### src/rtl/fsr_pkg.sv
// shared action codes, result kinds and scan metadata type for the frame store
package fsr_pkg;

  localparam logic [1:0] ACT_AREA  = 2'd0;
  localparam logic [1:0] ACT_PIXEL = 2'd1;
  localparam logic [1:0] ACT_SCAN  = 2'd2;

  localparam logic KIND_FLUSH = 1'b0;
  localparam logic KIND_SCAN  = 1'b1;

  typedef struct packed {
    logic       valid;
    logic [5:0] col;
    logic [5:0] row;
    logic       last;
  } scan_meta_t;

endpackage

### src/rtl/fsr_pixel_out.sv
// result stage: rgb565 to rgb888 expansion and result register
module fsr_pixel_out
  import fsr_pkg::*;
(
  input  logic        clk,
  input  logic        rst_n,
  input  logic        flush,
  input  scan_meta_t  scan,
  input  logic [15:0] rd_data,
  output logic        out_strobe,
  output logic        out_result_kind,
  output logic [5:0]  out_pixel_column,
  output logic [5:0]  out_pixel_row,
  output logic [7:0]  out_red,
  output logic [7:0]  out_green,
  output logic [7:0]  out_blue,
  output logic        out_frame_last
);

  localparam int RED_LSB   = 11;
  localparam int GREEN_LSB = 5;

  logic       s1_flush_r;
  scan_meta_t s1_scan_r;
  logic [4:0] r5;
  logic [5:0] g6;
  logic [4:0] b5;

  logic       strobe_r;
  logic       kind_r;
  logic [5:0] col_r;
  logic [5:0] row_r;
  logic [7:0] red_r;
  logic [7:0] green_r;
  logic [7:0] blue_r;
  logic       last_r;

  assign r5 = rd_data[RED_LSB +: 5];
  assign g6 = rd_data[GREEN_LSB +: 6];
  assign b5 = rd_data[0 +: 5];

  always_ff @(posedge clk) begin
    if (!rst_n) begin
      s1_flush_r <= 1'b0;
      s1_scan_r  <= '0;
    end else begin
      s1_flush_r <= flush;
      s1_scan_r  <= scan;
    end
  end

  always_ff @(posedge clk) begin
    if (!rst_n) begin
      strobe_r <= 1'b0;
    end else begin
      strobe_r <= s1_flush_r || s1_scan_r.valid;
    end
  end

  // flush results carry all-zero fields
  always_ff @(posedge clk) begin
    if (s1_scan_r.valid) begin
      kind_r  <= KIND_SCAN;
      col_r   <= s1_scan_r.col;
      row_r   <= s1_scan_r.row;
      red_r   <= {r5, r5[4:2]};
      green_r <= {g6, g6[5:4]};
      blue_r  <= {b5, b5[4:2]};
      last_r  <= s1_scan_r.last;
    end else begin
      kind_r  <= KIND_FLUSH;
      col_r   <= '0;
      row_r   <= '0;
      red_r   <= '0;
      green_r <= '0;
      blue_r  <= '0;
      last_r  <= 1'b0;
    end
  end

  assign out_strobe       = strobe_r;
  assign out_result_kind  = kind_r;
  assign out_pixel_column = col_r;
  assign out_pixel_row    = row_r;
  assign out_red          = red_r;
  assign out_green        = green_r;
  assign out_blue         = blue_r;
  assign out_frame_last   = last_r;

  a_scan_two_cycles: assert property (@(posedge clk) disable iff (!rst_n)
    scan.valid |-> ##2 (strobe_r && kind_r == KIND_SCAN))
    else $error("scan beat did not produce scan result");

  a_flush_two_cycles: assert property (@(posedge clk) disable iff (!rst_n)
    flush |-> ##2 (strobe_r && kind_r == KIND_FLUSH))
    else $error("flush beat did not produce flush result");

  a_no_dual_source: assert property (@(posedge clk) disable iff (!rst_n)
    !(flush && scan.valid))
    else $error("flush and scan in the same beat");

endmodule
### config.mk
export PLATFORM = sky130hd
export DESIGN_NAME = fsr_pixel_out
export DESIGN_NICKNAME = d
export VERILOG_FILES = /design/src/rtl/fsr_pkg.sv /design/src/rtl/fsr_pixel_out.sv
export SDC_FILE = /design/constraint.sdc
export NUM_CORES = 1
export LEC_CHECK = 0
export BUFFER_PORTS_ARGS = -buffer_cell sky130_fd_sc_hd__buf_4
export CAP_MARGIN = 5
export CORE_ASPECT_RATIO = 0.75
export CORE_UTILIZATION = 45
export CTS_BUF_LIST = sky130_fd_sc_hd__clkbuf_8
export DETAILED_ROUTE_END_ITERATION = 16
export MAX_ROUTING_LAYER = met4
export PLACE_DENSITY_LB_ADDON = 0.12
export SKIP_CTS_REPAIR_TIMING = 1
export SYNTH_ARGS = -nofsm -noshare
export SYNTH_HDL_FRONTEND = slang
export SYNTH_SLANG_ARGS = --single-unit
### constraint.sdc
create_clock -name clk -period 0.9 [get_ports clk]
set_input_delay 0.135 -clock clk [delete_from_list [all_inputs] [get_ports clk]]
set_output_delay 0.135 -clock clk [all_outputs]
set_load 0.02 [all_outputs]
==> results.md <==
* Die footprint at between 3000 and 4000 sq um
* Crit path max fanout at 2
* Final TNS setup at 0 ns
* Die Span Y at ~49 um
* Num Clock Sinks at 46
* Synth Flop Type: dfxtp_1
* Crit path largest cell delay at around 0.35 ns
* Initial Util at around half
* Maximum root-to-sink buffer count at 2
* GRT Resource Usage Total at 15.38%
* Crit end category: output pin
* Static leakage at 0.9467 nW
* Min-delay src: rd_data[2]
* Worst path depth at 1
* Slew @ Worst Pin at 0.1507 ns
* CTS tree: yes
* Die Span X at 64.21 um
* Pwr/cell area at around 1900 nW/um^2
* Worst setup path class: register to output pin
* Vias in the first global route at around 820
* Register area share after synthesis at between 70% and 80%
* Number of buffers added on ports at between 70 and 80
* Crit-path cells: buf_6
* Aggregate global routing overflow at 0
* Post-route ant nets at 0
* Final Max Tran Viols at 0
* Slew Limit Headroom at roughly nine tenths
* Register bit total from synthesis at 46
* Rows at 16
* Root buf cell: clkbuf_8
* Worst reg-to-reg path cell count at 2
* Post-synth cell types at 8
* Commonest cells in the netlist: 46 x dfxtp_1, 31 x and2_1, 13 x and2_2
* Number of synthesized flops with an enable pin at 0
* Ant diodes at 0
* Via Count at 856
* 1st-iter DRT viols at 15
* Crit. Startpoint: out_blue[2]
* H-tree levels at 2
* Wire length of the first global-routing pass at around 3400 um
* Min Tclk post-route at 0.8928 ns
* Fin crit share at 99.21%
* Clk_lat worst skew at 0.28 ns
* Arrival time worst endpoint at ~0.76 ns
* Syn Area/Cell at around 13 sq um
* Post-synth top area cell: dfxtp_1
* Nature of the critical path startpoint: register
* Syn_nets at around 140
* FMAX at about 1.1 GHz
* Layout area overhead at 51.15%
* RSZ-0062 raised after global routing: yes
* Clk pin slew, worst setup/hold paths at 0.07 ns
* DR vias/cell at slightly above 4
* FILL cells at around 190
* Top-count cell post-synth: dfxtp_1
* Yosys warnings at 0
* DP HPWL at ~1500 um
* Hold depth at 2
* Delay-heaviest family, CP: flip-flops
* Synthesized area at around 1300 sq um
* Fin nets at ~200
* Post-synthesis async set-or-reset flop share at 0%
* Worst vdd ir at ~1.7 mV
* Final hold vios at 0
* Crit-path slowest cell: dfxtp_2
* Antenna violations before repair at 0
* GPL Wtd Cong at 0.6178
* HP Class: primary input to register
* Power, Total at ~0.0037 W
* Outcome: finished clean
* Synth top area cells: dfxtp_1 70%, and2_1 15%, and2_2 7.5%, buf_4 4.6%, buf_6 0.86%
* Critical path buffer and inverter count at 1
* RR Startpoint: s1_scan_r[13]
* Max cap viols at 0
* Register area at around 940 sq um
* Core ar. at 2683 sq um
* Top Ports at 72
* Pre-antenna DRT Iters at 4
* Largest net degree at the start of global routing at 20
* Synth Instances at between 100 and 150
* Final Skew at ~0.0023 ns
* Num CTS Buffers at 5
* Share of layout cells above drive strength 1 at 62.94%
* Multi-input logic area at 299.0 sq um
* Worst EP required at between 0.7 and 0.8 ns
* Hold slack at about 0.052 ns
* Drt drc at 0
* Setup Viol. Count Final at 0
* Top cell type's share of synthesized area at a little over two thirds
* Routed WL at approximately 2200 um
* Wirelength per Cell at around 11 um
## final cells by class
cell class                 instances  area share (%)
tap                               36           2.281
clock buffer                       6           4.183
timing repair buffer              73           30.80
multi-input combinational         45           15.15
sequential                        46           47.59
## per-layer routing
layer  part of all wire (%)  GRT usage [%]  vias to the layer above
met1                     40          15.76                      383
li1                       -              -                      431
met2                     52          25.89                       37
met5                      0              -                        -
met3                    6.9          6.368                        5
met4                    1.0          6.667                        0
## cell families after synthesis
logic type,share of synthesized area [%]
buffers and inverters,6.609
AOI/OAI and AO/OA,0.5749
and+or+nand+nor,22.32
DFF,70.50
## final timing paths
kind / endpoint / slack (ns)
worst min-delay path: out_blue[5] / 0.05
worst max register to register: out_strobe / 0.11
worst min register to register: out_pixel_row[3] / 0.43
worst max-delay path: out_blue[2] / 0.007
## metrics by stage
step	area (sq um)	std cells	worst slack (ns)	util, %
finish	1974	206	0.007151	73.60
global route	1974	206	-0.01954	73.60
CTS	1896	206	-0.02886	70.66
detailed placement	1813	200	0.1154	67.58
global placement	1813	200	0.1366	67.58
floorplan	1306	103	0.1701	-
## state kept, by name, summed over array words and instances (netlist names)
signal / count
s1_scan_r: 14
out_green: 6
out_pixel_column: 6
out_pixel_row: 6
out_blue: 5
out_red: 5
out_frame_last: 1
out_result_kind: 1
out_strobe: 1
s1_flush_r: 1
## layout by cell type, fill, tap and decap left out, drive strengths merged
master,instances
dfxtp,46
o21a,1
buf,73
clkbuf,6
and2,44
## report_power, final
| group | switching (W) | leakage, nW | internal, W |
|---|---|---|---|
| Sequential | 0.0000284 | 0.385 | 0.00213 |
| Clock | 0.000571 | 0.0431 | 0.000591 |
| Combinational | 0.000155 | 0.519 | 0.000228 |
| Total | 0.000754 | 0.947 | 0.00294 |
Note: power is estimated with default switching activity, not from simulation.
