File: config.mk
export PLATFORM = sky130hd
export DESIGN_NAME = fsr_write_ctl
export DESIGN_NICKNAME = d
export VERILOG_FILES = /design/src/rtl/fsr_pkg.sv /design/src/rtl/fsr_write_ctl.sv
export SDC_FILE = /design/constraint.sdc
export NUM_CORES = 1
export LEC_CHECK = 0
export BUFFER_PORTS_ARGS = -buffer_cell sky130_fd_sc_hd__clkbuf_2
export CORE_ASPECT_RATIO = 1.4
export CORE_MARGIN = 5
export CORE_UTILIZATION = 35
export DETAILED_ROUTE_END_ITERATION = 12
export PLACE_DENSITY = 0.63
export SLEW_MARGIN = 30
export SYNTH_ARGS = -nofsm -noshare
export SYNTH_HDL_FRONTEND = slang
export SYNTH_SLANG_ARGS = --single-unit
File: constraint.sdc
create_clock -name clk -period 2 [get_ports clk]
set_clock_uncertainty 0.15 [all_clocks]
set_input_delay 0.2 -clock clk [delete_from_list [all_inputs] [get_ports clk]]
set_output_delay 0.2 -clock clk [all_outputs]
set_load 0.005 [all_outputs]
File: src/rtl/fsr_pkg.sv
// shared action codes, result kinds and scan metadata type for the frame store
package fsr_pkg;

  localparam logic [1:0] ACT_AREA  = 2'd0;
  localparam logic [1:0] ACT_PIXEL = 2'd1;
  localparam logic [1:0] ACT_SCAN  = 2'd2;

  localparam logic KIND_FLUSH = 1'b0;
  localparam logic KIND_SCAN  = 1'b1;

  typedef struct packed {
    logic       valid;
    logic [5:0] col;
    logic [5:0] row;
    logic       last;
  } scan_meta_t;

endpackage

File: src/rtl/fsr_write_ctl.sv
// dirty rectangle register set and raster write cursor
module fsr_write_ctl
  import fsr_pkg::*;
#(
  parameter int FRAME_WIDTH  = 64,
  parameter int FRAME_HEIGHT = 64,
  parameter int AW = (FRAME_WIDTH * FRAME_HEIGHT > 1) ?
                     $clog2(FRAME_WIDTH * FRAME_HEIGHT) : 1
) (
  input  logic          clk,
  input  logic          rst_n,
  input  logic          accept,
  input  logic [1:0]    action,
  input  logic [5:0]    x_start,
  input  logic [5:0]    y_start,
  input  logic [5:0]    x_end,
  input  logic [5:0]    y_end,
  output logic          wr_en,
  output logic [AW-1:0] wr_addr,
  output logic          flush
);

  logic [5:0]  area_left_r,   area_left_nxt;
  logic [5:0]  area_right_r,  area_right_nxt;
  logic [5:0]  area_bottom_r, area_bottom_nxt;
  logic [5:0]  write_col_r,   write_col_nxt;
  logic [5:0]  write_row_r,   write_row_nxt;
  logic        area_open_r,   area_open_nxt;
  logic        area_ok;
  logic        pix_ok;
  logic        at_end_col;
  logic        at_end;
  logic        in_frame;
  logic [31:0] lin;

  assign area_ok    = accept && (action == ACT_AREA) && !(x_end < x_start || y_end < y_start);
  assign pix_ok     = accept && (action == ACT_PIXEL) && area_open_r;
  assign at_end_col = (write_col_r == area_right_r);
  assign at_end     = at_end_col && (write_row_r == area_bottom_r);
  assign in_frame   = (int'(write_col_r) < FRAME_WIDTH) && (int'(write_row_r) < FRAME_HEIGHT);
  assign lin        = 32'(write_row_r) * 32'(FRAME_WIDTH) + 32'(write_col_r);

  assign wr_en   = pix_ok && in_frame;
  assign wr_addr = AW'(lin);
  assign flush   = pix_ok && at_end;

  always_comb begin
    area_left_nxt   = area_left_r;
    area_right_nxt  = area_right_r;
    area_bottom_nxt = area_bottom_r;
    write_col_nxt   = write_col_r;
    write_row_nxt   = write_row_r;
    area_open_nxt   = area_open_r;
    if (area_ok) begin
      area_left_nxt   = x_start;
      area_right_nxt  = x_end;
      area_bottom_nxt = y_end;
      write_col_nxt   = x_start;
      write_row_nxt   = y_start;
      area_open_nxt   = 1'b1;
    end else if (pix_ok) begin
      if (at_end) begin
        area_open_nxt = 1'b0;
      end else if (at_end_col) begin
        write_col_nxt = area_left_r;
        write_row_nxt = write_row_r + 1'b1;
      end else begin
        write_col_nxt = write_col_r + 1'b1;
      end
    end
  end

  always_ff @(posedge clk) begin
    if (!rst_n) begin
      area_left_r   <= '0;
      area_right_r  <= '0;
      area_bottom_r <= '0;
      write_col_r   <= '0;
      write_row_r   <= '0;
      area_open_r   <= 1'b0;
    end else begin
      area_left_r   <= area_left_nxt;
      area_right_r  <= area_right_nxt;
      area_bottom_r <= area_bottom_nxt;
      write_col_r   <= write_col_nxt;
      write_row_r   <= write_row_nxt;
      area_open_r   <= area_open_nxt;
    end
  end

  a_flush_closes_area: assert property (@(posedge clk) disable iff (!rst_n)
    flush |=> !area_open_r)
    else $error("area still open after flush");

  a_cursor_in_area: assert property (@(posedge clk) disable iff (!rst_n)
    area_ok |=> (area_open_r && write_col_r <= area_right_r && write_row_r <= area_bottom_r))
    else $error("write cursor outside new area");

  a_write_needs_area: assert property (@(posedge clk) disable iff (!rst_n)
    wr_en |-> area_open_r)
    else $error("pixel stored with no open area");

endmodule

==> results of run 1 <==
==> area by class of cell <==
type | instances | area share (%)
multi-input combinational | 178 | 48.3
timing repair buffer | 93 | 21.7
sequential | 31 | 21.2
clock buffer | 6 | 2.78
inverter | 15 | 1.90
clock inverter | 2 | 1.18
tap | 70 | 2.95
==> final timing paths <==
check                              startpoint                          end
hold / removal                     x_start[5]  area_left_r[5]$_SDFFE_PN0P_
hold reg to reg   area_left_r[4]$_SDFFE_PN0P_  area_left_r[4]$_SDFFE_PN0P_
setup / recovery  write_row_r[5]$_SDFFE_PN0P_  write_col_r[0]$_SDFFE_PN0P_
setup reg to reg  write_row_r[5]$_SDFFE_PN0P_  write_col_r[0]$_SDFFE_PN0P_
==> routing by layer <==
metal	vias up	part of all wire [%]	wire length [µm]	track usage [%]
met5	-	0	0	0
met3	15	4.2	269	3.49
li1	1125	-	-	-
met4	0	3.0	191	7.81
met2	55	49	3150	27.4
met1	1063	43	2770	21.5
==> synth_stat cells, types with 2 or more instances <==
| cell type | count |
|---|---|
| a21o_1 | 2 |
| a21oi_1 | 23 |
| a31oi_1 | 6 |
| a41oi_1 | 2 |
| and2_1 | 2 |
| clkbuf_1 | 16 |
| dfxtp_1 | 31 |
| ha_1 | 12 |
| inv_1 | 15 |
| mux2_2 | 2 |
| nand2_1 | 8 |
| nand2b_1 | 4 |
| nand3_1 | 5 |
| nand4_1 | 22 |
| nand4b_1 | 3 |
| nor2_1 | 6 |
| nor3_1 | 2 |
| o21ai_0 | 6 |
| o221ai_1 | 3 |
| o31ai_1 | 19 |
| o32ai_1 | 4 |
| o41ai_1 | 8 |
| or3_1 | 3 |
| xnor2_1 | 5 |
| xor2_1 | 9 |
==> timing repair <==
item,4_1_cts,5_1_grt
endpoints found under the setup margin,8,11
gates resized for setup,10,24
cloned,0,0
pin swaps,6,13
buffers inserted,4,4
==> registers in the layout (all words and copies together), names as in the netlist <==
register	cells
area_bottom_r	6
area_left_r	6
area_open_r	1
area_right_r	6
write_col_r	6
write_row_r	6
==> cells in the final DEF, fill, tap and decap left out, types with 3 or more instances in the layout <==
cell type,n
o32ai_1,3
buf_12,3
dfxtp_1,25
dfxtp_2,6
nor2_1,6
nand4_1,22
buf_6,4
nand2b_1,3
a21oi_1,23
xnor2_2,3
or3_1,3
nand3_1,5
clkbuf_2,41
o41ai_1,8
buf_4,44
clkbuf_8,6
nand4b_1,3
o21ai_1,3
xor2_2,3
o31ai_1,19
ha_1,12
a31oi_1,6
nand2_1,7
xor2_1,6
inv_1,15
==> cell families (layout without fill, tap and decap cells) <==
kind of cell               Yosys count  count (layout)
AOI/OAI and AO/OA                   88              88
and+or+nand+nor                     62              62
adders and majority gates           12              12
xor gates and xnor gates            14              14
muxes                                2               2
buffers and inverters               32             116
DFF                                 31              31
==> worst reg2reg max path, cell delays in order (launching register included) <==
cell,delay (ns)
dfxtp_2,0.33
xor2_2,0.18
nor4_4,0.41
buf_4,0.21
buf_4,0.11
buf_6,0.09
a41oi_4,0.12
mux2_4,0.30
a41oi_2,0.11
==> report_power, final <==
part | switching [mW] | internal (mW)
sequential | 0.00825 | 0.627
combinational | 0.219 | 0.173
clock | 0.230 | 0.403
total | 0.458 | 1.20
==> run_results.csv, run 1 <==
group,metric,value,unit
outcome,outcome,"finished with violations",
outcome,violations,"negative setup slack",
yosys,syn_nets,282,
clocking,clock_path_buffers,2,
cells_and_area,n_fill_cell,584,
sta,period_share,104,%
yosys,syn_inst,241,
setup_path,path_cells,"xor2_2, nor4_4, buf_4, buf_4, buf_6, a41oi_4, mux2_4, a41oi_2",
cells_and_area,diodes,0,
setup_path,critical-path-slowest-cell,"nor4_4",
routing,drtIter0Drc,101,
sta,hold_slack,0.0191,ns
cells_and_area,final_core_util,51.4,%
sta,hold_viol,0,
yosys,synth_fa_ha_area_share,7.34,%
floorplanning,core_area,5780,µm²
setup_path,r2r_cells,8,
sta,setup_ws,-0.0898,ns
cells_and_area,seqCellArea,628,µm²
grt,grt_antenna_before_repair,0,
yosys,ys_warn_count,0,
yosys,synth.distinct_cells,48,
clocking,cts.hold.buffers_added,0,
setup_path,worstPathMaxFanout,4,
setup_path,crit_cells,8,
setup_path,cp.required,2.06,ns
grt,grt_max_degree,19,
clocking,htreeDepth,2,
place,io_buffers,42,
clocking,cts_made_buffers,5,
cells_and_area,final_cells,395,
floorplanning,die-area,7500,µm²
sta,grt_setup_unrepaired,"yes",
power,power.total,1.66,mW
cells_and_area,multi_input_comb_area,1430,µm²
routing,wl,6380,µm
routing,drt-pass1-iter-count,4,
yosys,synth_top_cell_area_share,30.3,%
setup_path,start_kind,"register",
place,gp_congestion,0.965,
flow_run,cap_violations,0,
power,ir_drop,480,µV
grt,grt_pass1_vias,2158,
floorplanning,num_rows,33,
grt,grt_overflow,0,
cells_and_area,nNetsFinal,365,
setup_path,cp.buffers_inverters,3,
clocking,insertion_delay,0.28,ns
yosys,ys_ff_latch,31,
place,dp_hpwl,4890,µm
sta,relSlewSlack,66.8,%
yosys,synth-xor-area-share,5.99,%
yosys,synth_area,2050,µm²
routing,vias,2258,
floorplanning,initial_core_util,35.4,%
floorplanning,die_height,100,µm
power,p_per_area,559,nW/µm²
yosys,yosysTopAreaCell,"dfxtp_1",
routing,viasPerCell,5.72,
yosys,seq_area_frac_synth,30.3,%
clocking,path_clk_slew,0.06,ns
clocking,cts-root-buf,"clkbuf_8",
yosys,syn_avg_cell_area,8.49,µm²
place,dp.cells,380,
place,placed_cell_area,2650,µm²
yosys,ys.flop_type,"dfxtp_1",
routing,postRouteAntennaNets,0,
setup_path,r2r_slack,-0.09,ns
yosys,synth_area_leaders,"dfxtp_1 (30%), ha_1 (7.3%), o31ai_1 (7.0%), nand4_1 (6.7%), a21oi_1 (5.6%)",
grt,grt_pass1_wl,9930,µm
setup_path,cp.arrival,2.15,ns
sta,period_needed,2.09,ns
sta,fmax,0.479,GHz
sta,finalMaxSlewViolations,0,
clocking,cts_tree,"built",
clocking,cts_sinks,31,
routing,route.detailed.drc,0,
setup_path,critPathMaxStageDelay,0.41,ns
yosys,synth_top_family_by_area,"compound AO/OA/AOI/OAI gates",
worst_hold_path,hp-class,"in -> reg",
setup_path,worst_path_most_repeated_cell,"buf_4",
yosys,yosys.area_share.simple,18.2,%
yosys,synth-compound-area-share,31.1,%
cells_and_area,stdcell_area,2970,µm²
sta,tns,-0.257,ns
cells_and_area,drive_gt1_share,40.0,%
place,pre_cts_slack,-0.110,ns
floorplanning,fp.dieW,74.6,µm
worst_hold_path,hold_depth,3,
yosys,synth-edff-count,0,
cells_and_area,areaGrowthSynthToFinish,45.1,%
yosys,synthMuxAreaShare,1.10,%
setup_path,worstSetupPathType,"reg -> reg",
setup_path,crit_family,"buffers and inverters",
power,p_leak,1.26,nW
floorplanning,num_io_pins,43,
setup_path,critPathCaptureType,"register",
sta,worstMarginPinSlew,0.497,ns
grt,grt_use_total,17.0,%
yosys,synthArstFlopShare,0,%
routing,wl_per_cell,16.2,µm
sta,setup_violations,5,
(Power assumes the default switching activity.)
==> run 2, diff against run 1 <==
- PLACE_DENSITY: 0.63 -> unset
==> run_results.csv, run 2 (synthesized netlist as in run 1, its figures left out) <==
group,metric,value,unit
outcome,outcome,"finished with violations",
outcome,violations,"negative setup slack",
grt,grt_max_degree,23,
power,combPwrFrac,25.7,%
place,io_buffers,42,
clocking,htreeDepth,2,
power,power.internal,1.06,mW
routing,wl_per_cell,16.0,µm
clocking,cts.hold.buffers_added,0,
power,p_per_area,517,nW/µm²
grt,grt_use_total,17.1,%
setup_path,start_kind,"register",
floorplanning,core_area,5780,µm²
routing,drt-pass1-iter-count,4,
routing,drtIter0Drc,161,
flow_run,cap_violations,0,
routing,vias,2251,
worst_hold_path,hp-class,"in -> reg",
cells_and_area,drive_gt1_share,41.1,%
setup_path,r2r-end,"write_row_r[3]$_SDFFE_PN0P_",
clocking,clock_path_buffers,2,
setup_path,r2r_start,"area_bottom_r[5]$_SDFFE_PN0P_",
grt,grt_antenna_before_repair,0,
sta,period_share,103,%
sta,period_needed,2.07,ns
clocking,cts_sinks,31,
setup_path,cp.required,2.06,ns
sta,worstMarginPinSlew,0.750,ns
cells_and_area,areaGrowthSynthToFinish,44.0,%
setup_path,r2r_slack,-0.07,ns
setup_path,r2r_cells,6,
floorplanning,fp.dieW,74.6,µm
floorplanning,die-area,7500,µm²
cells_and_area,n_fill_cell,566,
power,seq_power_share,41.5,%
sta,setup_ws,-0.0667,ns
cells_and_area,nNetsFinal,372,
floorplanning,die_height,100,µm
power,power.switching,0.459,mW
routing,route.detailed.drc,0,
setup_path,worstPathMaxFanout,6,
sta,setup_violations,7,
routing,postRouteAntennaNets,0,
power,switching_share,30.1,%
sta,relSlewSlack,49.9,%
cells_and_area,diodes,0,
clocking,path_clk_slew,0.07,ns
power,power.total,1.52,mW
sta,fmax,0.484,GHz
setup_path,cp.arrival,2.13,ns
setup_path,critPathCaptureType,"register",
clocking,cts_tree,"built",
cells_and_area,final_core_util,51.0,%
place,gp_congestion,0.813,
cells_and_area,final_cell_mix,"buf_4 (58), clkbuf_2 (41), a21oi_1 (23), nand4_1 (22), dfxtp_1 (21)",
clocking,cts_made_buffers,5,
clocking,insertion_delay,0.28,ns
cells_and_area,final_common_cell,"buf_4",
sta,tns,-0.258,ns
power,p_leak,1.26,nW
floorplanning,num_io_pins,43,
setup_path,worstSetupPathType,"reg -> reg",
cells_and_area,seqCellArea,643,µm²
sta,grt_setup_unrepaired,"yes",
routing,wl,6430,µm
setup_path,path_cells,"xor2_4, nor4_4, buf_4, a2111o_1, or3_1, a31oi_1",
setup_path,endpoint,"write_row_r[3]$_SDFFE_PN0P_",
sta,finalMaxSlewViolations,0,
setup_path,crit_cells,6,
place,placed_cell_area,2690,µm²
place,dp_hpwl,4910,µm
setup_path,cp.buffers_inverters,1,
setup_path,critical-path-slowest-cell,"a2111o_1",
power,ir_drop,267,µV
sta,hold_viol,0,
setup_path,critPathLaunch,"area_bottom_r[5]$_SDFFE_PN0P_",
floorplanning,initial_core_util,35.4,%
floorplanning,num_rows,33,
setup_path,critPathMaxStageDelay,0.53,ns
cells_and_area,stdcell_area,2950,µm²
power,clockPowerShare,32.8,%
cells_and_area,multi_input_comb_area,1430,µm²
routing,viasPerCell,5.61,
setup_path,crit_family,"compound AO/OA/AOI/OAI gates",
grt,grt_overflow,0,
grt,grt_pass1_vias,2138,
grt,grt_pass1_wl,10100,µm
clocking,cts-root-buf,"clkbuf_8",
==> run 2: layout make-up <==
type	count	area share, %
Multi-Input combinational cell	178	48.4
Timing Repair Buffer	100	21.9
Sequential cell	31	21.8
Tap cell	70	2.97
Clock buffer	6	2.80
Inverter	15	1.91
Clock inverter	1	0.170
==> run 2: repair_timing <==
item / CTS / global route
buffers inserted: 2 / 2
gates cloned: 0 / 0
setup endpoints to repair: 9 / 12
resized for setup: 18 / 16
pin swaps: 7 / 13
==> run 2: worst min-delay path by stage <==
stage,startpoint,endpoint,slack [ns],cells after the start
2_1_floorplan,x_start[2],area_left_r[2]$_SDFFE_PN0P_,0.20,2
3_3_place_gp,x_end[0],area_right_r[0]$_SDFFE_PN0P_,0.31,3
3_5_place_dp,area_left_r[4]$_SDFFE_PN0P_,area_left_r[4]$_SDFFE_PN0P_,0.32,2
4_1_cts,y_end[4],area_bottom_r[4]$_SDFFE_PN0P_,0.03,3
5_1_grt,x_end[0],area_right_r[0]$_SDFFE_PN0P_,0.04,3
6_report,x_end[0],area_right_r[0]$_SDFFE_PN0P_,0.03,3
==> run 2: routing by layer <==
layer | wire length (µm) | global-route usage (%)
met4 | 83 | 5.89
met3 | 271 | 2.79
met1 | 2780 | 21.8
met2 | 3300 | 28.8
met5 | 0 | 0
==> run 2: per-stage QoR <==
| step | hold slack [ns] | std cells | setup WS [ns] |
|---|---|---|---|
| detailed placement | 0.315 | 390 | -0.101 |
| global route | 0.0384 | 401 | -0.128 |
| CTS | 0.0277 | 399 | -0.0287 |
| global placement | 0.308 | 390 | -0.117 |
| floorplan | 0.200 | 241 | -0.000565 |
| finish | 0.0289 | 401 | -0.0667 |
==> run 2: power groups by stage <==
stage	Clock, mW	Combinational (mW)	Sequential (mW)
after CTS	0.508	0.380	0.635
after floorplan	0	0.183	0.649
final	0.500	0.391	0.632
after detailed placement	0	0.361	0.648
after global routing	0.534	0.426	0.632
after global placement	0	0.358	0.648
==> run 2: worst min-delay path: stages <==
cell,delay (ns)
clkbuf_2,0.09
nand4_1,0.06
a21oi_1,0.06
==> run 3, diff against run 2 <==
- CTS_BUF_LIST: unset -> sky130_fd_sc_hd__clkbuf_8
- clock period: 2 -> 1.8 ns (I/O delays scaled with it)
==> run_results.csv, run 3 (synthesized netlist as in run 1, its figures left out) <==
group,metric,value,unit
grt,grt_use_total,19.0,%
setup_path,cp.arrival,2.03,ns
clocking,cts-root-buf,"clkbuf_8",
cells_and_area,drive_gt1_share,55.0,%
grt,grt_pass1_wl,11100,µm
place,io_buffers,42,
clocking,cts_tree,"built",
sta,period_needed,2.00,ns
sta,worstMarginPinSlew,0.442,ns
cells_and_area,diodes,0,
place,dp_hpwl,5370,µm
setup_path,critPathMaxStageDelay,0.34,ns
routing,postRouteAntennaNets,0,
clocking,htreeDepth,2,
setup_path,r2r_slack,-0.20,ns
routing,route.detailed.drc,0,
setup_path,r2r_start,"area_bottom_r[1]$_SDFFE_PN0P_",
routing,vias,2455,
place,gp_congestion,0.859,
clocking,path_clk_slew,0.07,ns
routing,wl,7100,µm
worst_hold_path,hp-class,"in -> reg",
flow_run,cap_violations,0,
clocking,cts_sinks,31,
cells_and_area,areaGrowthSynthToFinish,64.3,%
floorplanning,num_io_pins,43,
floorplanning,die_height,100,µm
outcome,outcome,"finished with violations",
power,ir_drop,399,µV
sta,period_share,111,%
routing,wl_per_cell,16.5,µm
worst_hold_path,hold_end,"area_bottom_r[0]$_SDFFE_PN0P_",
power,p_leak,1.46,nW
sta,setup_violations,11,
routing,viasPerCell,5.71,
routing,drt-pass1-iter-count,4,
sta,setup_ws,-0.205,ns
outcome,violations,"negative setup slack",
sta,fmax,0.499,GHz
grt,grt_antenna_before_repair,0,
cells_and_area,stdcell_area,3360,µm²
place,placed_cell_area,2930,µm²
floorplanning,num_rows,33,
setup_path,r2r_cells,7,
setup_path,start_kind,"register",
cells_and_area,final_common_cell,"buf_4",
grt,grt_max_degree,19,
cells_and_area,final_cell_mix,"buf_4 (79), clkbuf_2 (41), a21oi_1 (22), nand4_1 (22), o31ai_1 (19)",
setup_path,critical-path-slowest-cell,"dfxtp_2",
sta,grt_setup_unrepaired,"yes",
setup_path,path_cells,"xor2_2, nor4_4, buf_6, a2111oi_4, buf_4, a311o_1, a41o_1",
power,power.total,1.95,mW
sta,relSlewSlack,70.5,%
worst_hold_path,hold_depth,3,
setup_path,cp.required,1.82,ns
grt,grt_pass1_vias,2324,
sta,hold_viol,0,
floorplanning,die-area,7500,µm²
clocking,cts.hold.buffers_added,0,
cells_and_area,nNetsFinal,400,
setup_path,r2r-end,"write_col_r[2]$_SDFFE_PN0P_",
floorplanning,core_area,5780,µm²
floorplanning,initial_core_util,35.4,%
grt,grt_overflow,0,
setup_path,cp.buffers_inverters,2,
setup_path,worstSetupPathType,"reg -> reg",
clocking,insertion_delay,0.28,ns
setup_path,worstPathMaxFanout,6,
clocking,cts_made_buffers,5,
setup_path,crit_family,"compound AO/OA/AOI/OAI gates",
routing,drtIter0Drc,181,
sta,finalMaxSlewViolations,0,
clocking,clock_path_buffers,2,
floorplanning,fp.dieW,74.6,µm
setup_path,critPathCaptureType,"register",
worst_hold_path,min_from,"y_end[0]",
power,p_per_area,579,nW/µm²
==> run 3: cell type report <==
class,instances,area [µm²]
timing repair buffer,128,900
inverter,15,56.3
clock buffer,6,82.6
multi-input combinational,178,1550
clock inverter,2,35.0
sequential,31,651
tap,70,87.6
fill,529,2420
==> run 3: through the flow <==
step	setup slack, ns	TNS [ns]	instances	hold WS [ns]	util [%]
after floorplan	-0.107	-0.258	241	0.180	-
after global placement	-0.301	-5.16	410	0.308	50.6
after detailed placement	-0.324	-6.40	410	0.310	50.6
after CTS	-0.177	-1.44	424	0.0109	53.9
after global routing	-0.273	-2.27	430	0.0190	58.1
final	-0.205	-1.19	430	0.00461	58.1
==> run 3: worst max path at each step <==
stage | startpoint | to | slack, ns | cells after the start
2_1_floorplan | write_col_r[0]$_SDFFE_PN0P_ | write_row_r[2]$_SDFFE_PN0P_ | -0.11 | 5
3_3_place_gp | y_start[3] | write_col_r[0]$_SDFFE_PN0P_ | -0.30 | 9
3_5_place_dp | y_start[3] | write_col_r[3]$_SDFFE_PN0P_ | -0.32 | 9
4_1_cts | area_bottom_r[2]$_SDFFE_PN0P_ | write_row_r[2]$_SDFFE_PN0P_ | -0.18 | 6
5_1_grt | area_bottom_r[1]$_SDFFE_PN0P_ | write_col_r[2]$_SDFFE_PN0P_ | -0.27 | 7
6_report | area_bottom_r[1]$_SDFFE_PN0P_ | write_col_r[2]$_SDFFE_PN0P_ | -0.20 | 7
==> run 3: power breakdown <==
group	total, mW	internal (mW)	switching [mW]
combinational	0.527	0.250	0.276
clock	0.714	0.448	0.266
sequential	0.705	0.695	0.00990
total	1.95	1.39	0.552
==> run 3: layer usage <==
layer,up-vias,routed length [µm],track usage (%)
met5,-,0,0
met4,0,142,6.85
met3,16,305,3.29
met1,1182,3010,24.3
li1,1188,-,-
met2,69,3650,31.8
==> run 3: what timing repair did <==
item,4_1_cts,5_1_grt
pin swaps,10,17
setup buffers,7,6
resized for setup,13,44
endpoints found under the setup margin,13,21
gates cloned,0,0
==> run 3: worst register-to-register path, stage by stage, from the launching register on <==
cell and delay [ns]:
dfxtp_2 0.34, xor2_2 0.18, nor4_4 0.28, buf_6 0.17, a2111oi_4 0.07, buf_4 0.15, a311o_1 0.30, a41o_1 0.25
