[src/rtl/fsr_pkg.sv]
// shared action codes, result kinds and scan metadata type for the frame store
package fsr_pkg;

  localparam logic [1:0] ACT_AREA  = 2'd0;
  localparam logic [1:0] ACT_PIXEL = 2'd1;
  localparam logic [1:0] ACT_SCAN  = 2'd2;

  localparam logic KIND_FLUSH = 1'b0;
  localparam logic KIND_SCAN  = 1'b1;

  typedef struct packed {
    logic       valid;
    logic [5:0] col;
    logic [5:0] row;
    logic       last;
  } scan_meta_t;

endpackage

[src/rtl/fsr_scan_ctl.sv]
// raster scan cursor with linear read address
module fsr_scan_ctl
  import fsr_pkg::*;
#(
  parameter int FRAME_WIDTH  = 64,
  parameter int FRAME_HEIGHT = 64,
  parameter int AW = (FRAME_WIDTH * FRAME_HEIGHT > 1) ?
                     $clog2(FRAME_WIDTH * FRAME_HEIGHT) : 1
) (
  input  logic          clk,
  input  logic          rst_n,
  input  logic          accept,
  input  logic [1:0]    action,
  output logic          rd_en,
  output logic [AW-1:0] rd_addr,
  output scan_meta_t    scan
);

  localparam int SCW = (FRAME_WIDTH > 1) ? $clog2(FRAME_WIDTH) : 1;
  localparam int SRW = (FRAME_HEIGHT > 1) ? $clog2(FRAME_HEIGHT) : 1;

  logic [SCW-1:0] scan_col_r,  scan_col_nxt;
  logic [SRW-1:0] scan_row_r,  scan_row_nxt;
  logic [AW-1:0]  scan_addr_r, scan_addr_nxt;
  logic           col_last;
  logic           row_last;

  assign col_last = (scan_col_r == SCW'(FRAME_WIDTH - 1));
  assign row_last = (scan_row_r == SRW'(FRAME_HEIGHT - 1));

  assign rd_en      = accept && (action == ACT_SCAN);
  assign rd_addr    = scan_addr_r;
  assign scan.valid = rd_en;
  assign scan.col   = 6'(scan_col_r);
  assign scan.row   = 6'(scan_row_r);
  assign scan.last  = col_last && row_last;

  always_comb begin
    scan_col_nxt  = scan_col_r;
    scan_row_nxt  = scan_row_r;
    scan_addr_nxt = scan_addr_r;
    if (rd_en) begin
      if (col_last) begin
        scan_col_nxt = '0;
        if (row_last) begin
          scan_row_nxt  = '0;
          scan_addr_nxt = '0;
        end else begin
          scan_row_nxt  = scan_row_r + 1'b1;
          scan_addr_nxt = scan_addr_r + 1'b1;
        end
      end else begin
        scan_col_nxt  = scan_col_r + 1'b1;
        scan_addr_nxt = scan_addr_r + 1'b1;
      end
    end
  end

  always_ff @(posedge clk) begin
    if (!rst_n) begin
      scan_col_r  <= '0;
      scan_row_r  <= '0;
      scan_addr_r <= '0;
    end else begin
      scan_col_r  <= scan_col_nxt;
      scan_row_r  <= scan_row_nxt;
      scan_addr_r <= scan_addr_nxt;
    end
  end

  a_wrap_to_origin: assert property (@(posedge clk) disable iff (!rst_n)
    (rd_en && scan.last) |=> (scan_col_r == '0 && scan_row_r == '0 && scan_addr_r == '0))
    else $error("scan cursor did not wrap to origin");

  a_origin_means_addr_zero: assert property (@(posedge clk) disable iff (!rst_n)
    (scan_col_r == '0 && scan_row_r == '0) |-> (scan_addr_r == '0))
    else $error("scan address out of step with cursor");

  a_cursor_holds: assert property (@(posedge clk) disable iff (!rst_n)
    !rd_en |=> $stable(scan_addr_r))
    else $error("scan cursor moved without scan beat");

endmodule

[config.mk]
export PLATFORM = sky130hd
export DESIGN_NAME = fsr_scan_ctl
export DESIGN_NICKNAME = d
export VERILOG_FILES = /design/src/rtl/fsr_pkg.sv /design/src/rtl/fsr_scan_ctl.sv
export SDC_FILE = /design/constraint.sdc
export NUM_CORES = 1
export LEC_CHECK = 0
export ABC_AREA = 1
export BUFFER_PORTS_ARGS = -buffer_cell sky130_fd_sc_hd__buf_2
export CAP_MARGIN = 20
export CORE_MARGIN = 2
export CORE_UTILIZATION = 55
export CTS_CLUSTER_SIZE = 10
export DETAILED_ROUTE_END_ITERATION = 8
export GPL_ROUTABILITY_DRIVEN = 0
export PLACE_DENSITY = 0.83
export SETUP_SLACK_MARGIN = 0.1
export SYNTH_ARGS = -nofsm -noshare
export SYNTH_HDL_FRONTEND = slang
export SYNTH_SLANG_ARGS = --single-unit
[constraint.sdc]
create_clock -name clk -period 2.78 [get_ports clk]
set_clock_uncertainty 0.1 [all_clocks]
set_input_delay 0 -clock clk [delete_from_list [all_inputs] [get_ports clk]]
set_output_delay 0 -clock clk [all_outputs]
set_load 0.02 [all_outputs]
==> results of run 1 <==
## repair_timing
action                                  in CTS  in global routing
endpoints found under the hold margin       12                  0
hold buffers                                 1                  0
endpoints found under the setup margin       0                  0
resized for setup                            0                  0
## cell type report
cell class / count / share of cell area [%]
multi-input cells: 127 / 43.3
flip-flops and latches: 24 / 33.5
repair buffers: 32 / 11.5
inverters: 25 / 6.71
clock buffers: 4 / 2.53
well taps: 28 / 2.44
## kinds of logic after synthesis
| logic type | Yosys count | synth area share, % |
|---|---|---|
| AO/OA/AOI/OAI | 16 | 6.78 |
| XOR/XNOR | 5 | 3.60 |
| flip-flops | 24 | 39.5 |
| adder cells (fa/ha/maj) | 3 | 3.08 |
| AND/OR/NAND/NOR | 103 | 37.6 |
| buffers and inverters | 28 | 9.45 |
## through the flow
| stage | area (um^2) | hold WS (ns) | power [W] | utilization (%) | std cells |
|---|---|---|---|---|---|
| CTS | 1440 | 0.0182 | 0.000575 | 66.8 | 240 |
| global route | 1440 | 0.0508 | 0.000586 | 66.8 | 240 |
| finish | 1440 | 0.0195 | 0.000569 | 66.8 | 240 |
| global placement | 1390 | 0.221 | 0.000389 | 64.6 | 235 |
| detailed placement | 1390 | 0.230 | 0.000391 | 64.6 | 235 |
| floorplan | 1220 | 0.179 | 0.000380 | - | 179 |
## worst max path at each step
stage / from / depth (start not counted) / to / slack, ns
after floorplan: scan_col_r[0] / 8 / rd_addr[6] / 1.20
after global placement: scan_col_r[0] / 8 / scan_row_r[5] / 1.25
after detailed placement: scan_col_r[0] / 8 / rd_addr[6] / 1.21
after CTS: scan_col_r[0] / 6 / scan[0] / 1.07
after global routing: scan_row_r[0] / 6 / scan[0] / 0.95
final: scan_col_r[0] / 6 / scan[0] / 1.07
## layout by cell type, fill, tap and decap left out
cell	count
nand3_1	14
nor2_1	33
dfxtp_1	24
buf_2	31
or2_0	1
nor3_1	2
nor3b_1	1
o21ai_1	1
inv_1	23
a21oi_1	8
xor2_1	3
nor2_4	1
clkbuf_8	1
nand3_2	1
ha_1	3
inv_4	1
nand2_1	44
clkbuf_4	3
o21bai_1	1
nand2_4	1
xnor2_1	2
nand3_4	1
o21ai_0	6
nand2_2	1
dlygate4sd3_1	1
inv_2	1
nand4_1	3
## metal layers
| layer | vias to the layer above | track usage (%) |
|---|---|---|
| met1 | 566 | 26.4 |
| met5 | - | 0 |
| met3 | 7 | 2.63 |
| met2 | 36 | 43.7 |
| li1 | 624 | - |
| met4 | 0 | 8.11 |
## power by group
part / leakage (nW) / internal [W] / switching, W
Clock: 0.0210 / 0.0000801 / 0.000105
Sequential: 0.194 / 0.000347 / 0.00000320
Combinational: 0.512 / 0.0000111 / 0.0000233
Total: 0.727 / 0.000438 / 0.000132
## flip-flops by register name, summed over array words and instances, names as in the netlist
signal      cells
scan_col_r      6
scan_row_r      6
rd_addr        12
## worst max-delay path, stage by stage (launching register included)
cell,delay (ns)
dfxtp_1,0.42
ha_1,0.22
nand3_2,0.12
nor2_4,0.16
nand2_1,0.15
inv_1,0.07
buf_2,0.15
==> results.sh, run 1 <==
export IMPL_worstHoldStart="action[1]"
export IMPL_routed_wl_um=2630
export IMPL_maxSlewViolCount=0
export IMPL_numCtsBuffers=3
export IMPL_finalSetupTns_ns=0
export IMPL_cts_root_buffer="clkbuf_4"
export IMPL_io_pins=32
export IMPL_synth_nets=187
export IMPL_async_flop_share_pct=0
export IMPL_yosysSeqAreaShare_pct=39.5
export IMPL_r2r_end="rd_addr[6]"
export IMPL_maxSlewHeadroom_pct=82.3
export IMPL_antenna_found_initial=0
export IMPL_yosys_warnings=0
export IMPL_synth_area_leaders="dfxtp_1 39%, nand2_1 14%, nor2_1 10%, inv_1 7.1%, nand3_1 5.8%"
export IMPL_critPathMaxFanout=4
export IMPL_synth_flop_cell="dfxtp_1"
export IMPL_cts_setup_buffers=0
export IMPL_ir_worst_vdd_v=0.000341
export IMPL_grt_pass1_wl_um=4620
export IMPL_fin_crit_sh_pct=61.6
export IMPL_viasPerCell=5.14
export IMPL_cts_path_max_buffers=2
export IMPL_r2r_start="scan_col_r[0]"
export IMPL_synthToLayoutAreaGrowth_pct=17.9
export IMPL_hold_depth=4
export IMPL_drive_gt1_share_pct=19.8
export IMPL_dr_max_layer_used="met4"
export IMPL_worstMarginPinSlew_ns=0.264
export IMPL_synthDistinctLibCells=25
export IMPL_synth_edf_count=0
export IMPL_finalSetupViolations=0
export IMPL_clock_latency_ns=0.32
export IMPL_io_buffer_count=31
export IMPL_rrSetupSlack_ns=1.17
export IMPL_cts_tree="done"
export IMPL_syn_area_um2=1220
export IMPL_synth_common_cells="44 x nand2_1, 33 x nor2_1, 24 x dfxtp_1, 23 x inv_1, 14 x nand3_1"
export IMPL_register_area_um2=480
export IMPL_start_util_pct=56.7
export IMPL_worst_setup_path_start_kind="flip-flop"
export IMPL_rsz0062_at_grt="false"
export IMPL_overflow=0
export IMPL_fin_ws_ns=1.07
export IMPL_die_x_um=51.0
export IMPL_clkTransAtPathRegs_ns=0.13
export IMPL_die_area_um2=2610
export IMPL_core_rowCount=17
export IMPL_p_leak_nw=0.727
export IMPL_ant_nets=0
export IMPL_required_ns=2.68
export IMPL_cap_violations=0
export IMPL_yosysMostFrequentCell="nand2_1"
export IMPL_critical_path_class="flip-flop to primary output"
export IMPL_drt_iter0_markers=20
export IMPL_synth_top_area_share_pct=39.5
export IMPL_hold_path_class="input pin to flip-flop"
export IMPL_drc=0
export IMPL_n_fill_cell=198
export IMPL_final_hold_viol_count=0
export IMPL_rr_worst_depth=8
export IMPL_antenna_cells=0
export IMPL_period_needed_ns=1.71
export IMPL_pre_cts_ws_ns=1.21
export IMPL_coreArea_um2=2150
export IMPL_wl_per_cell_um=11.0
export IMPL_dp_hpwl_um=2010
export IMPL_fmax_mhz=584
export IMPL_wl_met3_um=101
export IMPL_drt_met1_wl_um=1120
export IMPL_die_height_um=51.0
export IMPL_grtUsageTotal_pct=23.1
export IMPL_grt_max_degree=18
export IMPL_cts_htree_levels=1
export IMPL_ys_seq_elements=24
export IMPL_synthCells=179
export IMPL_status="complete, no violations"
export IMPL_via_count=1233
export IMPL_synth_top_area_cell="dfxtp_1"
export IMPL_wl_met2_um=1360
export IMPL_power_density_nw_per_um2=397
export IMPL_min_to="rd_addr[1]"
export IMPL_grt_pass1_vias=1160
export IMPL_multi_input_area_um2=622
export IMPL_postSynthAreaPerCell_um2=6.80
export IMPL_clkSinkCount=24
export IMPL_nNetsFinal=221
export IMPL_first_pass_iters=4
export IMPL_crit_path_end_kind="primary output"
export IMPL_crit_arrival_ns=1.61
(Power assumes the default switching activity.)
==> inputs of run 2 (changes only) <==
--- a/config.mk
+++ b/config.mk
@@ -5,15 +5,16 @@
 export SDC_FILE = /design/constraint.sdc
 export NUM_CORES = 1
 export LEC_CHECK = 0
-export ABC_AREA = 1
+export ABC_AREA = 0
 export BUFFER_PORTS_ARGS = -buffer_cell sky130_fd_sc_hd__buf_2
 export CAP_MARGIN = 20
+export CORE_ASPECT_RATIO = 1.75
 export CORE_MARGIN = 2
-export CORE_UTILIZATION = 55
+export CORE_UTILIZATION = 45
 export CTS_CLUSTER_SIZE = 10
 export DETAILED_ROUTE_END_ITERATION = 8
 export GPL_ROUTABILITY_DRIVEN = 0
-export PLACE_DENSITY = 0.83
+export PLACE_DENSITY = 0.73
 export SETUP_SLACK_MARGIN = 0.1
 export SYNTH_ARGS = -nofsm -noshare
 export SYNTH_HDL_FRONTEND = slang
==> constraint.sdc (replaced) <==
create_clock -name clk -period 1.5 [get_ports clk]
set_clock_uncertainty 0.1 [all_clocks]
set_input_delay 0 -clock clk [delete_from_list [all_inputs] [get_ports clk]]
set_output_delay 0 -clock clk [all_outputs]
set_load 0.02 [all_outputs]
==> run 2 against run 1 <==
  * The run now ends with negative setup slack left
  * Clock power increased by 110%
  * Setup slack got worse by 1.1 ns
  * Non-clock buffer count increased by 23
  * Via count down 10%
  * Clock-buffer cell count unchanged
  * Global-route usage is 2.5 points lower
  * Hold slack gained 0.12 ns
  * Utilization up 2.7 points
  * Final cell count is 15% lower
  * Wire length rose by 9.6%
  * Largest power group unchanged
==> results.sh, run 2 <==
export IMPL_status="finished with violations"
export IMPL_violations="negative setup slack"
export IMPL_layout_common_cells="30 x buf_2, 19 x buf_4, 12 x nor2_1, 12 x dfxtp_1, 11 x xnor2_1"
export IMPL_cpMaxStageDelayCell="or4_4"
export IMPL_cts_tree="done"
export IMPL_synthDistinctLibCells=32
export IMPL_grt_max_degree=14
export IMPL_yosys_warnings=0
export IMPL_crit_path_end_kind="flip-flop"
export IMPL_drc=0
export IMPL_start_util_pct=46.6
export IMPL_final_hold_viol_count=0
export IMPL_io_pins=32
export IMPL_fmax_mhz=634
export IMPL_synth_flop_cell="dfxtp_1"
export IMPL_rsz0062_at_grt="true"
export IMPL_numCtsBuffers=3
export IMPL_cts_root_buffer="clkbuf_8"
export IMPL_maxSlewHeadroom_pct=76.7
export IMPL_yosysMostFrequentCell="dfxtp_1"
export IMPL_synth_area_leaders="dfxtp_1 42%, xnor2_1 8.4%, xor2_1 5.3%, nor2_1 4.6%, nand4_1 3.8%"
export IMPL_drt_iter0_markers=27
export IMPL_synth_top_area_share_pct=41.8
export IMPL_critPathTopFamily="simple AND/OR/NAND/NOR gates"
export IMPL_critPathMaxFanout=3
export IMPL_die_height_um=70.8
export IMPL_viasPerCell=5.41
export IMPL_worstMarginPinSlew_ns=0.347
export IMPL_multi_input_area_um2=749
export IMPL_fin_ws_ns=-0.0785
export IMPL_overflow=0
export IMPL_period_needed_ns=1.58
export IMPL_first_pass_iters=4
export IMPL_largest_reg_flops=12
export IMPL_fin_util_pct=69.5
export IMPL_coreArea_um2=2460
export IMPL_fin_crit_sh_pct=105
export IMPL_crit_arrival_ns=1.64
export IMPL_die_x_um=42.2
export IMPL_synthToLayoutAreaGrowth_pct=49.0
export IMPL_clkTransAtPathRegs_ns=0.08
export IMPL_cts_htree_levels=1
export IMPL_cp_cell_sequence="ha_4, nand3_4, or4_4, xnor2_1, and2_1"
export IMPL_synth_common_cells="24 x dfxtp_1, 14 x nor2_1, 11 x nand2_1, 11 x xnor2_1"
export IMPL_cpPeakStageDelay_ns=0.49
export IMPL_via_count=1109
export IMPL_yosysSeqAreaShare_pct=41.8
export IMPL_finalSetupTns_ns=-0.490
export IMPL_hold_path_class="input pin to flip-flop"
export IMPL_core_rowCount=24
export IMPL_register_area_um2=513
export IMPL_cp_num_buf_inv=0
export IMPL_worst_setup_path_start_kind="flip-flop"
export IMPL_synth_nets=133
export IMPL_ant_nets=0
export IMPL_wl_per_cell_um=14.1
export IMPL_grtUsageTotal_pct=20.6
export IMPL_ys_seq_elements=24
export IMPL_critical_path_class="flip-flop to flip-flop"
export IMPL_clock_latency_ns=0.26
export IMPL_dp_hpwl_um=2190
export IMPL_grt_pass1_vias=1141
export IMPL_n_fill_cell=200
export IMPL_io_buffer_count=31
export IMPL_cts_path_max_buffers=2
export IMPL_synth_edf_count=0
export IMPL_synth_top_area_cell="dfxtp_1"
export IMPL_pre_cts_ws_ns=-0.0678
export IMPL_grt_pass1_wl_um=4910
export IMPL_cap_violations=0
export IMPL_synthCells=125
export IMPL_drive_gt1_share_pct=49.7
export IMPL_clkSinkCount=24
export IMPL_die_area_um2=2990
export IMPL_maxSlewViolCount=0
export IMPL_syn_area_um2=1150
export IMPL_nNetsFinal=188
export IMPL_postSynthAreaPerCell_um2=9.19
export IMPL_ir_worst_vdd_v=0.000591
export IMPL_async_flop_share_pct=0
export IMPL_antenna_found_initial=0
export IMPL_power_density_nw_per_um2=638
export IMPL_antenna_cells=0
export IMPL_final_common_cell="buf_2"
export IMPL_routed_wl_um=2890
export IMPL_p_leak_nw=0.761
export IMPL_finalSetupViolations=15
export IMPL_required_ns=1.56
-- run 2: changes by cell type after synthesis, sizes merged, moves of 4 or more --
| cell | delta |
|---|---|
| a21oi | -6 |
| and2 | +4 |
| inv | -24 |
| nand2 | -35 |
| nand3 | -8 |
| nand4 | +4 |
| nor2 | -20 |
| o21ai | -7 |
| xnor2 | +9 |
| xor2 | +4 |
-- run 2: per-stage QoR --
step	instances	power, W	cell area [um^2]	hold WS [ns]
2_1_floorplan	125	0.000685	1250	0.0288
3_3_place_gp	197	0.000713	1570	0.265
3_5_place_dp	197	0.000714	1570	0.260
4_1_cts	205	0.00110	1680	0.132
5_1_grt	205	0.00114	1710	0.169
6_report	205	0.00109	1710	0.141
-- run 2: layout make-up --
class	instances	share of cell area (%)
inverter	1	0.219
sequential	24	30.0
multi-input combinational	95	43.8
tap	26	1.90
clock buffer	4	2.63
timing repair buffer	55	21.5
-- run 2: timing repair --
| action | in CTS | in global routing |
|---|---|---|
| hold buffers | 1 | 0 |
| pin swaps | 4 | 10 |
| setup endpoints to repair | 19 | 22 |
| buffers inserted | 3 | 0 |
| gates resized for setup | 9 | 9 |
| endpoints found under the hold margin | 9 | 0 |
-- run 2: worst paths after layout --
check	start	end	cells after the start	slack, ns
setup / recovery	scan_col_r[1]	scan_row_r[4]	5	-0.08
hold / removal	action[1]	rd_addr[1]	5	0.14
setup reg to reg	scan_col_r[1]	scan_row_r[4]	5	-0.08
hold reg to reg	rd_addr[1]	rd_addr[1]	2	0.39
-- run 2: logic make-up after synthesis --
group / count (synthesis) / synth area share (%)
muxes: 1 / 0.871
buffers and inverters: 6 / 2.40
AOI/OAI and AO/OA: 9 / 5.88
and+or+nand+nor: 64 / 32.0
DFF: 24 / 41.8
adders and majority gates: 3 / 3.27
xor gates and xnor gates: 18 / 13.7
-- run 2: worst min-delay path: cells and delay by family --
kind,cells,cell delay [ns]
and+or+nand+nor,2,0.20
buffers and inverters,2,0.22
AOI/OAI and AO/OA,1,0.05
-- run 2: layer usage --
metal	GRT usage (%)	vias up	part of all wire, %
met5	0	-	0
met2	40.2	28	57
li1	-	544	-
met4	7.29	0	1.8
met3	3.06	6	3.0
met1	21.2	531	38
-- run 2: power by group --
group	internal, W	switching [W]	total [W]
Clock	0.000190	0.000198	0.000388
Sequential	0.000629	0.00000348	0.000633
Combinational	0.0000319	0.0000391	0.0000710
Total	0.000851	0.000241	0.00109
==> inputs of run 3 (changes only) <==
--- a/config.mk
+++ b/config.mk
@@ -8,13 +8,13 @@
 export ABC_AREA = 0
 export BUFFER_PORTS_ARGS = -buffer_cell sky130_fd_sc_hd__buf_2
 export CAP_MARGIN = 20
-export CORE_ASPECT_RATIO = 1.75
 export CORE_MARGIN = 2
-export CORE_UTILIZATION = 45
+export CORE_UTILIZATION = 54
 export CTS_CLUSTER_SIZE = 10
 export DETAILED_ROUTE_END_ITERATION = 8
 export GPL_ROUTABILITY_DRIVEN = 0
-export PLACE_DENSITY = 0.73
+export PLACE_DENSITY = 0.82
+export REMOVE_ABC_BUFFERS = 1
 export SETUP_SLACK_MARGIN = 0.1
 export SYNTH_ARGS = -nofsm -noshare
 export SYNTH_HDL_FRONTEND = slang
==> constraint.sdc (replaced) <==
create_clock -name clk -period 1.91 [get_ports clk]
set_clock_uncertainty 0.1 [all_clocks]
set_input_delay 0 -clock clk [delete_from_list [all_inputs] [get_ports clk]]
set_output_delay 0 -clock clk [all_outputs]
set_load 0.02 [all_outputs]
==> run 3 against run 2 <==
  * The flow now finishes without violations
  * Utilization grew 3.0 points
  * Critical path depth shrank 1
  * Power shrank 16%
  * Clock-buffer cell count shrank 1
  * Die area shrank 16%
  * Fmax shrank 9.3%
  * Cell area shrank 16%
  * Setup slack gained 0.25 ns
  * Critical endpoint unchanged
  * Highest routed layer unchanged
==> results.sh, run 3 (synthesized netlist as in run 2, its figures left out) <==
export IMPL_nNetsFinal=168
export IMPL_cp_cell_sequence="nand2_1, or4_1, xnor2_1, and2_1"
export IMPL_numCtsBuffers=3
export IMPL_n_fill_cell=147
export IMPL_grt_max_degree=15
export IMPL_hold_depth=4
export IMPL_rr_worst_depth=4
export IMPL_hold_slack_ns=0.0696
export IMPL_cp_num_buf_inv=0
export IMPL_start_util_pct=58.0
export IMPL_drt_iter0_markers=26
export IMPL_dp_hpwl_um=1830
export IMPL_drive_gt1_share_pct=30.2
export IMPL_crit_path_end_kind="flip-flop"
export IMPL_first_pass_iters=4
export IMPL_core_rowCount=16
export IMPL_clock_latency_ns=0.33
export IMPL_r2r_end="scan_row_r[4]"
export IMPL_layout_common_cells="31 x buf_2, 22 x dfxtp_1, 14 x nor2_1"
export IMPL_grtUsageTotal_pct=22.5
export IMPL_die_height_um=50.1
export IMPL_largest_reg_flops=12
export IMPL_status="complete, no violations"
export IMPL_finalSetupViolations=0
export IMPL_dp_cells=180
export IMPL_maxSlewViolCount=0
export IMPL_grt_pass1_wl_um=4330
export IMPL_fmax_mhz=575
export IMPL_pre_cts_ws_ns=0.0916
export IMPL_path_depth=4
export IMPL_final_hold_viol_count=0
export IMPL_antenna_found_initial=0
export IMPL_ir_worst_vdd_v=0.000632
export IMPL_clkSinkCount=24
export IMPL_worstMarginPinSlew_ns=0.363
export IMPL_rrSetupSlack_ns=0.17
export IMPL_cpPeakStageDelay_ns=0.58
export IMPL_fin_ws_ns=0.170
export IMPL_crit_arrival_ns=1.88
export IMPL_antenna_cells=0
export IMPL_final_common_cell="buf_2"
export IMPL_overflow=0
export IMPL_ant_nets=0
export IMPL_grt_pass1_vias=982
export IMPL_p_leak_nw=0.629
export IMPL_critPathTopFamily="simple AND/OR/NAND/NOR gates"
export IMPL_clkTransAtPathRegs_ns=0.14
export IMPL_min_to="rd_addr[0]"
export IMPL_finalSetupTns_ns=0
export IMPL_die_area_um2=2510
export IMPL_final_cells=186
export IMPL_period_needed_ns=1.74
export IMPL_cts_tree="done"
export IMPL_synthToLayoutAreaGrowth_pct=25.1
export IMPL_hold_path_class="input pin to flip-flop"
export IMPL_critical_path_class="flip-flop to flip-flop"
export IMPL_routed_wl_um=2560
export IMPL_wl_per_cell_um=13.8
export IMPL_maxSlewHeadroom_pct=75.6
export IMPL_cts_root_buffer="clkbuf_4"
export IMPL_rsz0062_at_grt="false"
export IMPL_die_x_um=50.1
export IMPL_cts_htree_levels=1
export IMPL_fin_crit_sh_pct=91.1
export IMPL_io_pins=32
export IMPL_io_buffer_count=31
export IMPL_coreArea_um2=1980
export IMPL_r2r_start="scan_col_r[2]"
export IMPL_worstHoldStart="action[1]"
export IMPL_viasPerCell=5.62
export IMPL_cpMaxStageDelayCell="or4_1"
export IMPL_required_ns=2.05
export IMPL_cap_violations=0
export IMPL_cts_path_max_buffers=2
export IMPL_critPathMaxFanout=6
export IMPL_worst_setup_path_start_kind="flip-flop"
export IMPL_via_count=1046
export IMPL_power_density_nw_per_um2=639
export IMPL_drc=0
run 3: power breakdown:
| part | total [W] | internal (W) | switching (W) |
|---|---|---|---|
| combinational | 0.0000448 | 0.0000174 | 0.0000274 |
| sequential | 0.000506 | 0.000503 | 0.00000316 |
| clock | 0.000367 | 0.000212 | 0.000155 |
run 3: worst max path at each step:
stage                     slack (ns)     startpoint             to
after floorplan                -0.23  scan_col_r[0]     rd_addr[1]
after global placement          0.18  scan_col_r[0]  scan_row_r[5]
after CTS                       0.11  scan_col_r[1]  scan_row_r[5]
after detailed placement        0.09  scan_col_r[0]  scan_row_r[5]
final                           0.17  scan_col_r[2]  scan_row_r[4]
after global routing            0.11  scan_col_r[2]  scan_row_r[4]
run 3: what timing repair did:
item                       4_1_cts  5_1_grt
hold buffers                     1        0
setup endpoints to repair        2        3
setup buffers                    0        1
gates resized for setup          2        6
hold endpoints to repair        11        0
run 3: stage by stage:
stage	cell area [um^2]	total power, W	utilization (%)
CTS	1400	0.000921	70.6
finish	1440	0.000918	72.5
floorplan	1120	0.000539	-
global placement	1330	0.000556	67.0
global route	1440	0.000943	72.5
detailed placement	1330	0.000558	67.0
run 3: worst min-delay path, cell delays in order:
cell,delay (ns)
buf_2,0.11
nand3b_4,0.17
nand2_1,0.10
a21boi_0,0.07
run 3: metal layers:
layer | track usage [%] | vias to the layer above | share of wire (%)
met5 | 0 | - | 0
li1 | - | 509 | -
met4 | 8.80 | 0 | 1.4
met2 | 37.3 | 43 | 47
met3 | 3.94 | 6 | 6.8
met1 | 28.6 | 488 | 44
run 3: final cells by class:
| cell class | instances | area, um^2 | share of cell area (%) |
|---|---|---|---|
| timing repair buffer | 35 | 188 | 13.1 |
| tap | 27 | 33.8 | 2.35 |
| sequential | 24 | 485 | 33.8 |
| multi-input combinational | 95 | 673 | 46.9 |
| clock inverter | 1 | 30.0 | 2.09 |
| clock buffer | 3 | 22.5 | 1.57 |
| inverter | 1 | 3.75 | 0.261 |
